===== src/hw/rtl/msqd_pkg.sv =====
// shared types, constants and register codes of the multi-server queue dispatch unit
package msqd_pkg;

   // default sizes of the server array and of each server queue
   localparam int DEF_MAX_SERVERS = 32;
   localparam int DEF_MAX_DEPTH   = 16;

   // field widths
   localparam int TIME_W      = 16;
   localparam int SVC_W       = 10;
   localparam int JOB_W       = 16;
   localparam int SRV_OUT_W   = 5;
   localparam int NW_W        = 6;
   localparam int CAP_W       = 5;
   localparam int MIN_W       = 11;
   localparam int CSR_IDX_W   = 2;
   localparam int CSR_DATA_W  = 11;
   localparam int REQ_TDATA_W = 16;
   localparam int RSP_TDATA_W = 56;

   // register reset values, minutes of the day
   localparam int RESET_OPEN  = 480;
   localparam int RESET_CLOSE = 17 * 60;

   typedef logic [TIME_W-1:0] time_type;

   // configuration register indexes
   typedef enum logic [CSR_IDX_W-1:0] {
      CSR_NUM_WINDOWS = 2'd0,
      CSR_QUEUE_CAP   = 2'd1,
      CSR_OPEN_TIME   = 2'd2,
      CSR_CLOSE_TIME  = 2'd3
   } csr_index_type;

endpackage


===== src/hw/rtl/msqd_scan.sv =====
// earliest head finish search, one server compared per cycle
module msqd_scan
   import msqd_pkg::*;
#(
   parameter int MAX_SERVERS = DEF_MAX_SERVERS,
   localparam int SRV_W = (MAX_SERVERS > 1) ? $clog2(MAX_SERVERS) : 1,
   localparam int CNT_W = SRV_W + 1
) (
   input  logic             clock,
   input  logic             reset,
   input  logic             start,
   input  logic [CNT_W-1:0] srv_count,
   input  time_type         head_time,
   output logic [SRV_W-1:0] rd_idx,
   output logic             done,
   output logic [SRV_W-1:0] best_idx
);

   logic             busy_ff;
   logic             done_ff;
   logic [SRV_W-1:0] idx_ff;
   logic [SRV_W-1:0] best_idx_ff;
   time_type         best_val_ff;
   logic             take;
   logic             last;

   // strict compare keeps the lowest index on ties
   assign take = (idx_ff == '0) || (head_time < best_val_ff);
   assign last = (CNT_W'(idx_ff) + CNT_W'(1)) >= srv_count;

   // control
   always_ff @(posedge clock) begin
      if (reset) begin
         busy_ff <= 1'b0;
         done_ff <= 1'b0;
         idx_ff  <= '0;
      end else begin
         done_ff <= busy_ff && !start && last;
         if (start) begin
            busy_ff <= 1'b1;
            idx_ff  <= '0;
         end else if (busy_ff) begin
            if (last) begin
               busy_ff <= 1'b0;
            end else begin
               idx_ff <= idx_ff + SRV_W'(1);
            end
         end
      end
   end

   // running minimum
   always_ff @(posedge clock) begin
      if (busy_ff && take && !start) begin
         best_idx_ff <= idx_ff;
         best_val_ff <= head_time;
      end
   end

   assign rd_idx   = idx_ff;
   assign done     = done_ff;
   assign best_idx = best_idx_ff;

endmodule


===== config.mk =====
export PLATFORM = sky130hd
export DESIGN_NAME = msqd_scan
export DESIGN_NICKNAME = d
export VERILOG_FILES = /design/src/hw/rtl/msqd_pkg.sv /design/src/hw/rtl/msqd_scan.sv
export SDC_FILE = /design/constraint.sdc
export NUM_CORES = 1
export LEC_CHECK = 0
export ABC_CLOCK_PERIOD_IN_PS = 2850
export CAP_MARGIN = 20
export CORE_UTILIZATION = 55
export DETAILED_ROUTE_END_ITERATION = 16
export DONT_BUFFER_PORTS = 1
export PLACE_DENSITY = 0.73
export RECOVER_POWER = 50
export SLEW_MARGIN = 20
export SYNTH_ARGS = -nofsm -noshare
export SYNTH_HDL_FRONTEND = slang
export SYNTH_SLANG_ARGS = --single-unit

===== constraint.sdc =====
create_clock -name clock -period 2.85 [get_ports clock]
set_input_delay 0 -clock clock [delete_from_list [all_inputs] [get_ports clock]]
set_output_delay 0 -clock clock [all_outputs]
set_load 0.02 [all_outputs]

==> out/qor.txt, run 1 <==
HP Class: input pin to register
Met2 Usage GRT: 0.370
Most frequent cells in the layout: inv_1, ha_1, edfxtp_1, dlygate4sd3_1, a21oi_1
Critical-path maximum fanout: 8
Gr ovfl total: 0
Final setup fails: 0
Pwr Density: 415 nW/um^2
Top delay family on crit path: compound AO/OA/AOI/OAI gates
Adder-Cell Fraction of Synth Area: 0.191
Dominant cell type by area after synthesis: edfxtp_1
Maximum vdd drop: 0.300 mV
FP Rows: 18
GR Util met1: 0.237
Top cells by area, synth: edfxtp_1, ha_1, dfxtp_1
Top-area cell type share of the netlist area: 0.418
Fmax: 370 MHz
Worst R2R Path Depth: 7
Largest stage delay on the critical path: 0.61 ns
Final hold viol count: 0
Setup tns final: 0 ns
DR vias/cell: 5.57
Die Footprint: 2960 sq um
HPWL Detailed: 2070 um
Leak: 0.789 nW
Final core utilization: 0.708
Slew margin rel.: 0.624
Compound-cell area share of the yosys netlist: 0.104
Register area share after synthesis: 0.510
Initial antenna violation count: 0
Die height: 54.4 um
Critical R2R Capture: busy_ff$_SDFF_PP0_
Starting Density: 0.593
Simple-gate share of the synthesized area: 0.109
Vias in the first global route: 1047
Wire length per cell: 14.9 um
Number of synthesized flops with an enable pin: 21
Post-Syn Area: 1510 sq um
DRC Markers: 0
CTS tree: built
RSZ-0062 raised after global routing: no
N_diodes: 0
Clock root cell: clkbuf_4
Avg Synthesized Cell Area: 11.2 sq um
Final nets: 211
Share of cells above drive strength 1: 0.0802
Worst Setup Slack, final: 0.149 ns
Mux cell area share after synthesis: 0.00663
Synth warn: 0
Worst-path cell with the longest stage delay: dfxtp_1
Reg clk slew, reported paths: 0.13 ns
Met3 track demand over resource: 0.0528
Clock skew: 0.00643 ns
Cells after Synth: 135
# H-tree levels: 1
Worst path bufs/invs: 1
First-pass GRT wire length: 4260 um
Detailed Routing Iterations Pass 1: 4
Main combinational cell family by area after synthesis: adder cells
Placeable Area: 2540 sq um
Library cells used by synthesis: 29
Vias: 1070
Most used routing layer: met2
Reg2Reg Setup Slack: 0.15 ns
Worst slew pin tran: 0.561 ns
CP cell instances: nand3_1 -> xnor2_1 -> ha_1 -> nand4_1 -> o21ai_1 -> a21oi_1 -> dlygate4sd3_1
Die X: 54.4 um
Final GP Congestion: 0.794
Design area: 1800 sq um
Worst hold endpoint: done$_SDFF_PP0_
Area grow syn2layout: 19.3%
Remaining antenna violation count: 0
Post-Route WL: 2870 um
Max-slew violations: 0
Fin crit share: 0.948
Top FF cell, synth: edfxtp_1
Worst EP required: 3.07 ns
Io pins: 36
CP Launch Point: rd_idx[3]$_SDFFE_PP0P_
Crit. End Element: register
Clk sink count: 28
CP Class: register to register
Buffers on Ports: 0
Placed Instances: 169
Reg2reg start: rd_idx[3]$_SDFFE_PP0P_
Yosys reg bits: 28
Starting DRT DRC Count: 17
WP data arrival: 2.92 ns
Synthesized Nets: 183
Hold Crit Start: srv_count[5]
Fill cells: 185
Pre-CTS setup slack: 0.264 ns
Maximum clock insertion buffer count: 2
WHS Path Cells: 4
Post-CTS setup buffer count: 0
Setup crit start kind: register
Tmin final: 2.70 ns
Status: finished clean
Worst-skew pair later-pin latency: 0.31 ns
Gr usage total: 0.206
Post-route insts no fill: 192
MaxCap Viol Count: 0
Async SR Flop Fraction: 0
Post-synthesis xor/xnor area fraction: 0.0232
Placed Area: 1580 sq um
Pin count of the biggest net entering global routing: 16
Number of CTS-inserted buffers: 3
==> through the flow <==
| step | total power (W) | hold slack (ns) |
|---|---|---|
| after detailed placement | 0.000575 | 0.0744 |
| after CTS | 0.000753 | 0.123 |
| after global placement | 0.000570 | 0.0741 |
| after floorplan | 0.000549 | 0.0691 |
| after global routing | 0.000787 | 0.190 |
| final | 0.000747 | 0.158 |
==> area by class of cell <==
type	count	area, sq um	area share
Timing Repair Buffer	23	220	0.122
Tap cell	30	37.5	0.0208
Clock buffer	3	22.5	0.0125
Sequential cell	28	772	0.428
Multi-Input combinational cell	84	659	0.366
Inverter	23	86.3	0.0479
Clock inverter	1	3.75	0.00208
==> layer usage <==
layer  vias up  share of wire
li1        534              -
met1       496           0.45
met2        36           0.49
met3         4          0.054
met4         0         0.0087
met5         -              0
==> synthesized netlist by cell type (2+ instances only) <==
cell type and number:
xnor2_1 3, a211oi_1 2, nor3_1 3, nand2b_1 3
a21oi_1 11, ha_1 23, or3_1 3, inv_1 23
nand4_1 3, nand2_1 3, nand3_1 4, dfxtp_1 7
nor2_1 5, edfxtp_1 21, o21ai_0 7
==> how the worst max path moves through the flow <==
stage,to,slack (ns),cells after the start
2_1_floorplan,best_idx[0]$_DFFE_PP_,0.13,4
3_3_place_gp,rd_idx[2]$_SDFFE_PP0P_,0.33,8
3_5_place_dp,rd_idx[2]$_SDFFE_PP0P_,0.26,8
4_1_cts,busy_ff$_SDFF_PP0_,0.12,8
5_1_grt,busy_ff$_SDFF_PP0_,0.05,7
6_report,busy_ff$_SDFF_PP0_,0.15,7
==> registers in the layout, indices dropped and copies added (netlist names) <==
| signal | flops |
|---|---|
| best_idx | 5 |
| rd_idx | 5 |
| done | 1 |
| busy_ff | 1 |
| best_val_ff | 16 |
==> cell families (layout without fill, tap and decap cells) <==
logic type	after synthesis	in the layout
XOR/XNOR	4	4
adder cells (fa/ha/maj)	23	23
AND/OR/NAND/NOR	29	29
multiplexers	1	1
buffers and inverters	23	50
AO/OA/AOI/OAI	27	27
flip-flops	28	28
==> power breakdown <==
| part | leakage, nW | internal (W) | switching [W] | total, W |
|---|---|---|---|---|
| clock network | 0.0154 | 0.0000512 | 0.000107 | 0.000158 |
| registers | 0.254 | 0.000464 | 0.0000128 | 0.000477 |
| logic | 0.520 | 0.0000548 | 0.0000577 | 0.000113 |
| total | 0.789 | 0.000570 | 0.000177 | 0.000747 |
==> worst register-to-register path: stages (launching register included) <==
cell and delay [ns]:
dfxtp_1 0.61, nand3_1 0.21, xnor2_1 0.17, ha_1 0.32, nand4_1 0.11, o21ai_1 0.49
a21oi_1 0.13, dlygate4sd3_1 0.57
==> what timing repair did <==
| item | in CTS | in global routing |
|---|---|---|
| hold endpoints to repair | 23 | 0 |
| endpoints found under the setup margin | 0 | 1 |
| resized for setup | 0 | 1 |
| hold buffers | 19 | 0 |
Note: power is estimated with default switching activity, not from simulation.
==> inputs of run 2 (changes only) <==
--- a/config.mk
+++ b/config.mk
@@ -7,6 +7,7 @@
 export LEC_CHECK = 0
 export ABC_CLOCK_PERIOD_IN_PS = 2850
 export CAP_MARGIN = 20
+export CORE_ASPECT_RATIO = 0.6
 export CORE_UTILIZATION = 55
 export DETAILED_ROUTE_END_ITERATION = 16
 export DONT_BUFFER_PORTS = 1
==> run 2 against run 1 <==
Final area grew 1.9%. Count of clock-buffer cells in the layout grew 1. Largest power group unchanged. Via count shrank 3.6%. Critical path depth is the same. Clock skew grew 0.00051 ns. Register-to-register slack gained 0.09 ns. First-iteration DRC count grew to 3.5 times the previous value. Highest routed layer unchanged.
==> out/qor.txt, run 2 (synthesized netlist as in run 1, its figures left out) <==
Share of cells above drive strength 1: 0.0798 (-0.000492)
Final GP Congestion: 0.860 (+8.4%)
Fill cells: 178 (-3.8%)
Clock skew: 0.00695 ns (+0.000515 ns)
Post-Route WL: 2750 um (-4.0%)
Status: finished clean
CP Launch Point: rd_idx[3]$_SDFFE_PP0P_
Final nets: 212 (+0.47%)
Biggest register: best_val_ff
Worst-skew pair later-pin latency: 0.27 ns (-0.04 ns)
Worst slew pin tran: 0.541 ns (-0.0196 ns)
Area grow syn2layout: 21.5%
Area occupied by registers: 771 sq um (-0.16%)
Hold Crit Start: srv_count[5]
Clock root cell: clkbuf_8
Reg clk slew, reported paths: 0.09 ns (-0.04 ns)
Die Footprint: 2970 sq um (+0.24%)
Tmin final: 2.61 ns (-0.0946 ns)
Max FFs per register: 16 (unchanged)
Die height: 42.6 um (-22%)
Fmax: 384 MHz (+3.6%)
Slew margin rel.: 0.637 (+0.0132)
Pwr Density: 452 nW/um^2 (+9.0%)
Most frequent cells in the layout: inv_1, ha_1, edfxtp_1, dlygate4sd3_1, a21oi_1
Starting DRT DRC Count: 60 (+43)
DRC Markers: 0 (unchanged)
WP data arrival: 2.78 ns (-0.14 ns)
Pin count of the biggest net entering global routing: 16 (unchanged)
Setup tns final: 0 ns (unchanged)
CP Class: register to register
Worst R2R Path Depth: 7 (unchanged)
Wire length per cell: 14.1 um (-5.5%)
Die X: 69.7 um (+28%)
CTS tree: built
Initial antenna violation count: 0 (unchanged)
Clk sink count: 28 (unchanged)
Detailed Routing Iterations Pass 1: 4 (unchanged)
First-pass GRT wire length: 4530 um (+6.3%)
Vias: 1031 (-3.6%)
Multi-input gate area: 659 sq um (unchanged)
Final hold viol count: 0 (unchanged)
HP Class: input pin to register
HPWL Detailed: 2090 um (+1.1%)
Setup crit start kind: register
RSZ-0062 raised after global routing: no
Cts repair resizes: 0 (unchanged)
Maximum vdd drop: 0.350 mV (+17%)
Number of CTS-inserted buffers: 3 (unchanged)
WHS Path Cells: 4 (unchanged)
Max-slew violations: 0 (unchanged)
Gr ovfl total: 0 (unchanged)
Critical-path maximum fanout: 8 (unchanged)
Maximum clock insertion buffer count: 2 (unchanged)
DR vias/cell: 5.29 (-5.1%)
Fin crit share: 0.914 (-0.0332)
Critical R2R Capture: busy_ff$_SDFF_PP0_
MaxCap Viol Count: 0 (unchanged)
Gr usage total: 0.202 (-0.00417)
Starting Density: 0.591 (-0.00290)
Placeable Area: 2560 sq um (+0.49%)
Buffers on Ports: 0 (unchanged)
Remaining antenna violation count: 0 (unchanged)
Vias in the first global route: 990 (-5.4%)
# H-tree levels: 1 (unchanged)
Final core utilization: 0.718 (+0.00975)
FP Rows: 14 (-4)
Crit path to: busy_ff$_SDFF_PP0_
N_diodes: 0 (unchanged)
Reg2Reg Setup Slack: 0.24 ns (+0.09 ns)
Io pins: 36 (unchanged)
Reg2reg start: rd_idx[3]$_SDFFE_PP0P_
Crit. End Element: register
Leak: 0.803 nW (+1.8%)
Worst EP required: 3.02 ns (-0.05 ns)
Final setup fails: 0 (unchanged)
-- run 2: worst max-delay path, cell delays in order (launching register included) --
cell and delay [ns]:
dfxtp_1 0.57, nand3_1 0.19, xnor2_1 0.17, ha_1 0.30
nand4_1 0.10, o21ai_1 0.47, a21oi_1 0.13, dlygate4sd3_1 0.56
-- run 2: layout make-up --
type / instances / area share
Tap cell: 32 / 0.0218
Sequential cell: 28 / 0.420
Clock buffer: 4 / 0.0300
Inverter: 23 / 0.0470
Timing Repair Buffer: 24 / 0.122
Multi-Input combinational cell: 84 / 0.359
-- run 2: repair_timing --
action                    4_1_cts  5_1_grt
hold endpoints to repair       23        0
setup buffers                   0        0
hold buffers                   19        0
-- run 2: through the flow --
step | total power, W | hold WS, ns | std cells | setup slack [ns] | instance area [sq um]
after floorplan | 0.000549 | 0.0691 | 135 | 0.134 | 1510
after global placement | 0.000570 | 0.0713 | 172 | 0.459 | 1590
after detailed placement | 0.000577 | 0.0728 | 172 | 0.428 | 1590
after CTS | 0.000835 | 0.180 | 195 | 0.245 | 1840
after global routing | 0.000869 | 0.239 | 195 | 0.0677 | 1840
final | 0.000830 | 0.200 | 195 | 0.244 | 1840
-- run 2: routing by layer --
layer	share of wire	wire, um	global-route usage	vias up
met3	0.058	159	0.0625	2
met2	0.41	1140	0.311	28
met5	0	0	0	-
met1	0.53	1450	0.292	466
li1	-	-	-	535
met4	0.0025	7	0.0240	0
-- run 2: worst min path at each step --
stage                         end  slack, ns
6_report          done$_SDFF_PP0_       0.20
3_3_place_gp   busy_ff$_SDFF_PP0_       0.07
4_1_cts           done$_SDFF_PP0_       0.18
3_5_place_dp   busy_ff$_SDFF_PP0_       0.07
2_1_floorplan  busy_ff$_SDFF_PP0_       0.07
5_1_grt           done$_SDFF_PP0_       0.24
-- run 2: power by group --
group | switching (W) | leakage, nW | internal, W
sequential | 0.0000122 | 0.254 | 0.000464
combinational | 0.0000580 | 0.521 | 0.0000551
clock | 0.000117 | 0.0288 | 0.000124
==> inputs of run 3 (changes only) <==
--- a/config.mk
+++ b/config.mk
@@ -7,11 +7,13 @@
 export LEC_CHECK = 0
 export ABC_CLOCK_PERIOD_IN_PS = 2850
 export CAP_MARGIN = 20
+export CELL_PAD_IN_SITES_DETAIL_PLACEMENT = 1
+export CELL_PAD_IN_SITES_GLOBAL_PLACEMENT = 1
 export CORE_ASPECT_RATIO = 0.6
-export CORE_UTILIZATION = 55
+export CORE_UTILIZATION = 48
 export DETAILED_ROUTE_END_ITERATION = 16
 export DONT_BUFFER_PORTS = 1
-export PLACE_DENSITY = 0.73
+export PLACE_DENSITY = 0.8
 export RECOVER_POWER = 50
 export SLEW_MARGIN = 20
 export SYNTH_ARGS = -nofsm -noshare
==> run 3 against run 2 <==
Combinational power up 8%. First-iteration DRC count decreased by 47%. Hold slack got worse by 0.19 ns. Routed wire length grew 40%. Die area increased by 14%. Sequential cell count is the same. Critical path depth unchanged. Largest power group unchanged. Critical endpoint unchanged. Highest routed layer unchanged. Sequential share of layout area shrank 0.73 points. Final area is 1.8% higher. Largest cell class unchanged.
==> out/qor.txt, run 3 (synthesized netlist as in run 1, its figures left out) <==
Reg clk slew, reported paths: 0.10 ns (about the same)
DR vias/cell: 5.53 (+4.5%)
Leak: 0.811 nW (+0.99%)
Worst-path cell with the longest stage delay: dfxtp_1
Clock skew: 0.00748 ns (+0.000534 ns)
FP Rows: 15 (+1)
Slew margin rel.: 0.676 (+0.0389)
Die X: 74.4 um (+6.8%)
Critical R2R Capture: busy_ff$_SDFF_PP0_
Worst-skew pair later-pin latency: 0.28 ns (about the same)
HP Class: input pin to register
Initial antenna violation count: 0 (unchanged)
Tmin final: 2.67 ns (+0.0598 ns)
Vias in the first global route: 1241 (+25%)
Gr ovfl total: 0 (unchanged)
Number of CTS-inserted buffers: 3 (unchanged)
CTS tree: built
Fmax: 375 MHz (-2.2%)
Remaining antenna violation count: 0 (unchanged)
Max-slew violations: 0 (unchanged)
Die height: 45.5 um (+6.7%)
Placed Area: 1610 sq um (+0.78%)
Top delay family on crit path: flip-flops
Buffers on Ports: 0 (unchanged)
Setup tns final: 0 ns (unchanged)
Worst EP required: 3.03 ns (about the same)
N_diodes: 0 (unchanged)
WP data arrival: 2.85 ns (+0.07 ns)
MaxCap Viol Count: 0 (unchanged)
DRC Markers: 0 (unchanged)
Max FFs per register: 16 (unchanged)
Clock root cell: clkbuf_8
Design area: 1870 sq um (+1.8%)
CP cell instances: nand3_1 -> xnor2_1 -> ha_1 -> nand4_1 -> o21ai_2 -> a21oi_1 -> dlygate4sd3_1
Most frequent cells in the layout: inv_1, ha_1, edfxtp_1, dlygate4sd3_1, a21oi_1
Vias: 1133 (+9.9%)
Worst path bufs/invs: 1 (unchanged)
Reg2Reg Setup Slack: 0.18 ns (-0.06 ns)
Final setup fails: 0 (unchanged)
# H-tree levels: 1 (unchanged)
Detailed Routing Iterations Pass 1: 6 (+2)
Crit path to: busy_ff$_SDFF_PP0_
Share of cells above drive strength 1: 0.0859 (+0.00613)
Placeable Area: 2930 sq um (+14%)
Worst slew pin tran: 0.483 ns (-0.0576 ns)
RSZ-0062 raised after global routing: no
CP Class: register to register
Maximum clock insertion buffer count: 2 (unchanged)
Pwr Density: 494 nW/um^2 (+9.2%)
Area grow syn2layout: 23.7%
Critical-path maximum fanout: 8 (unchanged)
Starting DRT DRC Count: 32 (-47%)
Reg2reg start: rd_idx[3]$_SDFFE_PP0P_
Fin crit share: 0.935 (+0.0210)
Die Footprint: 3380 sq um (+14%)
Status: finished clean
Gr usage total: 0.255 (+0.0529)
Starting Density: 0.516 (-0.0747)
Setup crit start kind: register
Crit. End Element: register
Wire length per cell: 18.8 um (+33%)
Final GP Congestion: 0.690 (-20%)
Worst hold margin: 0.00522 ns (-0.194 ns)
Final nets: 212 (unchanged)
First-pass GRT wire length: 6010 um (+33%)
Post-Route WL: 3850 um (+40%)
Largest stage delay on the critical path: 0.60 ns (+0.03 ns)
Biggest register: best_val_ff
Maximum vdd drop: 0.216 mV (-38%)
WP depth: 7 (unchanged)
Final hold viol count: 0 (unchanged)
HPWL Detailed: 2670 um (+28%)
CP Launch Point: rd_idx[3]$_SDFFE_PP0P_
Worst R2R Path Depth: 7 (unchanged)
Pin count of the biggest net entering global routing: 17 (+1)
Io pins: 36 (unchanged)
Clk sink count: 28 (unchanged)
==> run 3: cell types whose count changed in the layout (fill, tap and decap cells not counted) <==
cell | previous run | this run
o21ai_1 | 1 | 0
bufinv_16 | 0 | 1
o21ai_2 | 0 | 1
clkbuf_8 | 4 | 3
==> run 3: metrics by stage <==
step	utilization	total power, W	instances	setup WS [ns]
2_1_floorplan	-	0.000549	135	0.134
3_3_place_gp	0.549	0.000572	182	0.454
3_5_place_dp	0.549	0.000582	182	0.352
4_1_cts	0.638	0.000920	205	0.0297
5_1_grt	0.638	0.000951	205	0.0301
6_report	0.638	0.000922	205	0.184
==> run 3: final cells by class <==
class                      count  area (sq um)
clock buffer                   3          41.3
clock inverter                 1          30.0
fill                         322          1060
inverter                      23          86.3
multi-input combinational     84           663
sequential                    28           771
tap                           42          52.6
timing repair buffer          24           224
==> run 3: power by group <==
group	switching, W	total (W)	internal, W
Combinational	0.0000663	0.000122	0.0000556
Sequential	0.0000133	0.000477	0.000464
Clock	0.000135	0.000323	0.000188
Total	0.000214	0.000922	0.000708
==> run 3: worst min-delay path by stage <==
stage / from / to / slack [ns] / depth (start not counted)
after floorplan: reset / busy_ff$_SDFF_PP0_ / 0.07 / 1
after CTS: start / done$_SDFF_PP0_ / 0.002 / 2
after detailed placement: reset / busy_ff$_SDFF_PP0_ / 0.08 / 1
final: start / done$_SDFF_PP0_ / 0.005 / 2
after global placement: reset / busy_ff$_SDFF_PP0_ / 0.07 / 1
after global routing: start / done$_SDFF_PP0_ / 0.02 / 2
==> run 3: timing repair <==
item | in CTS | in global routing
resized for setup | 0 | 1
buffers inserted | 0 | 0
hold buffers | 19 | 0
setup endpoints to repair | 0 | 1
endpoints found under the hold margin | 23 | 0
==> run 3: worst register-to-register path: stages, from the launching register on <==
cell,delay [ns]
dfxtp_1,0.60
nand3_1,0.21
xnor2_1,0.17
ha_1,0.31
nand4_1,0.16
o21ai_2,0.42
a21oi_1,0.13
dlygate4sd3_1,0.57
==> run 3: layer usage <==
| layer | wire (um) | vias to the layer above | GRT usage |
|---|---|---|---|
| li1 | - | 540 | - |
| met1 | 1660 | 540 | 0.301 |
| met2 | 1830 | 37 | 0.431 |
| met3 | 237 | 16 | 0.0796 |
| met4 | 119 | 0 | 0.125 |
| met5 | 0 | - | 0 |
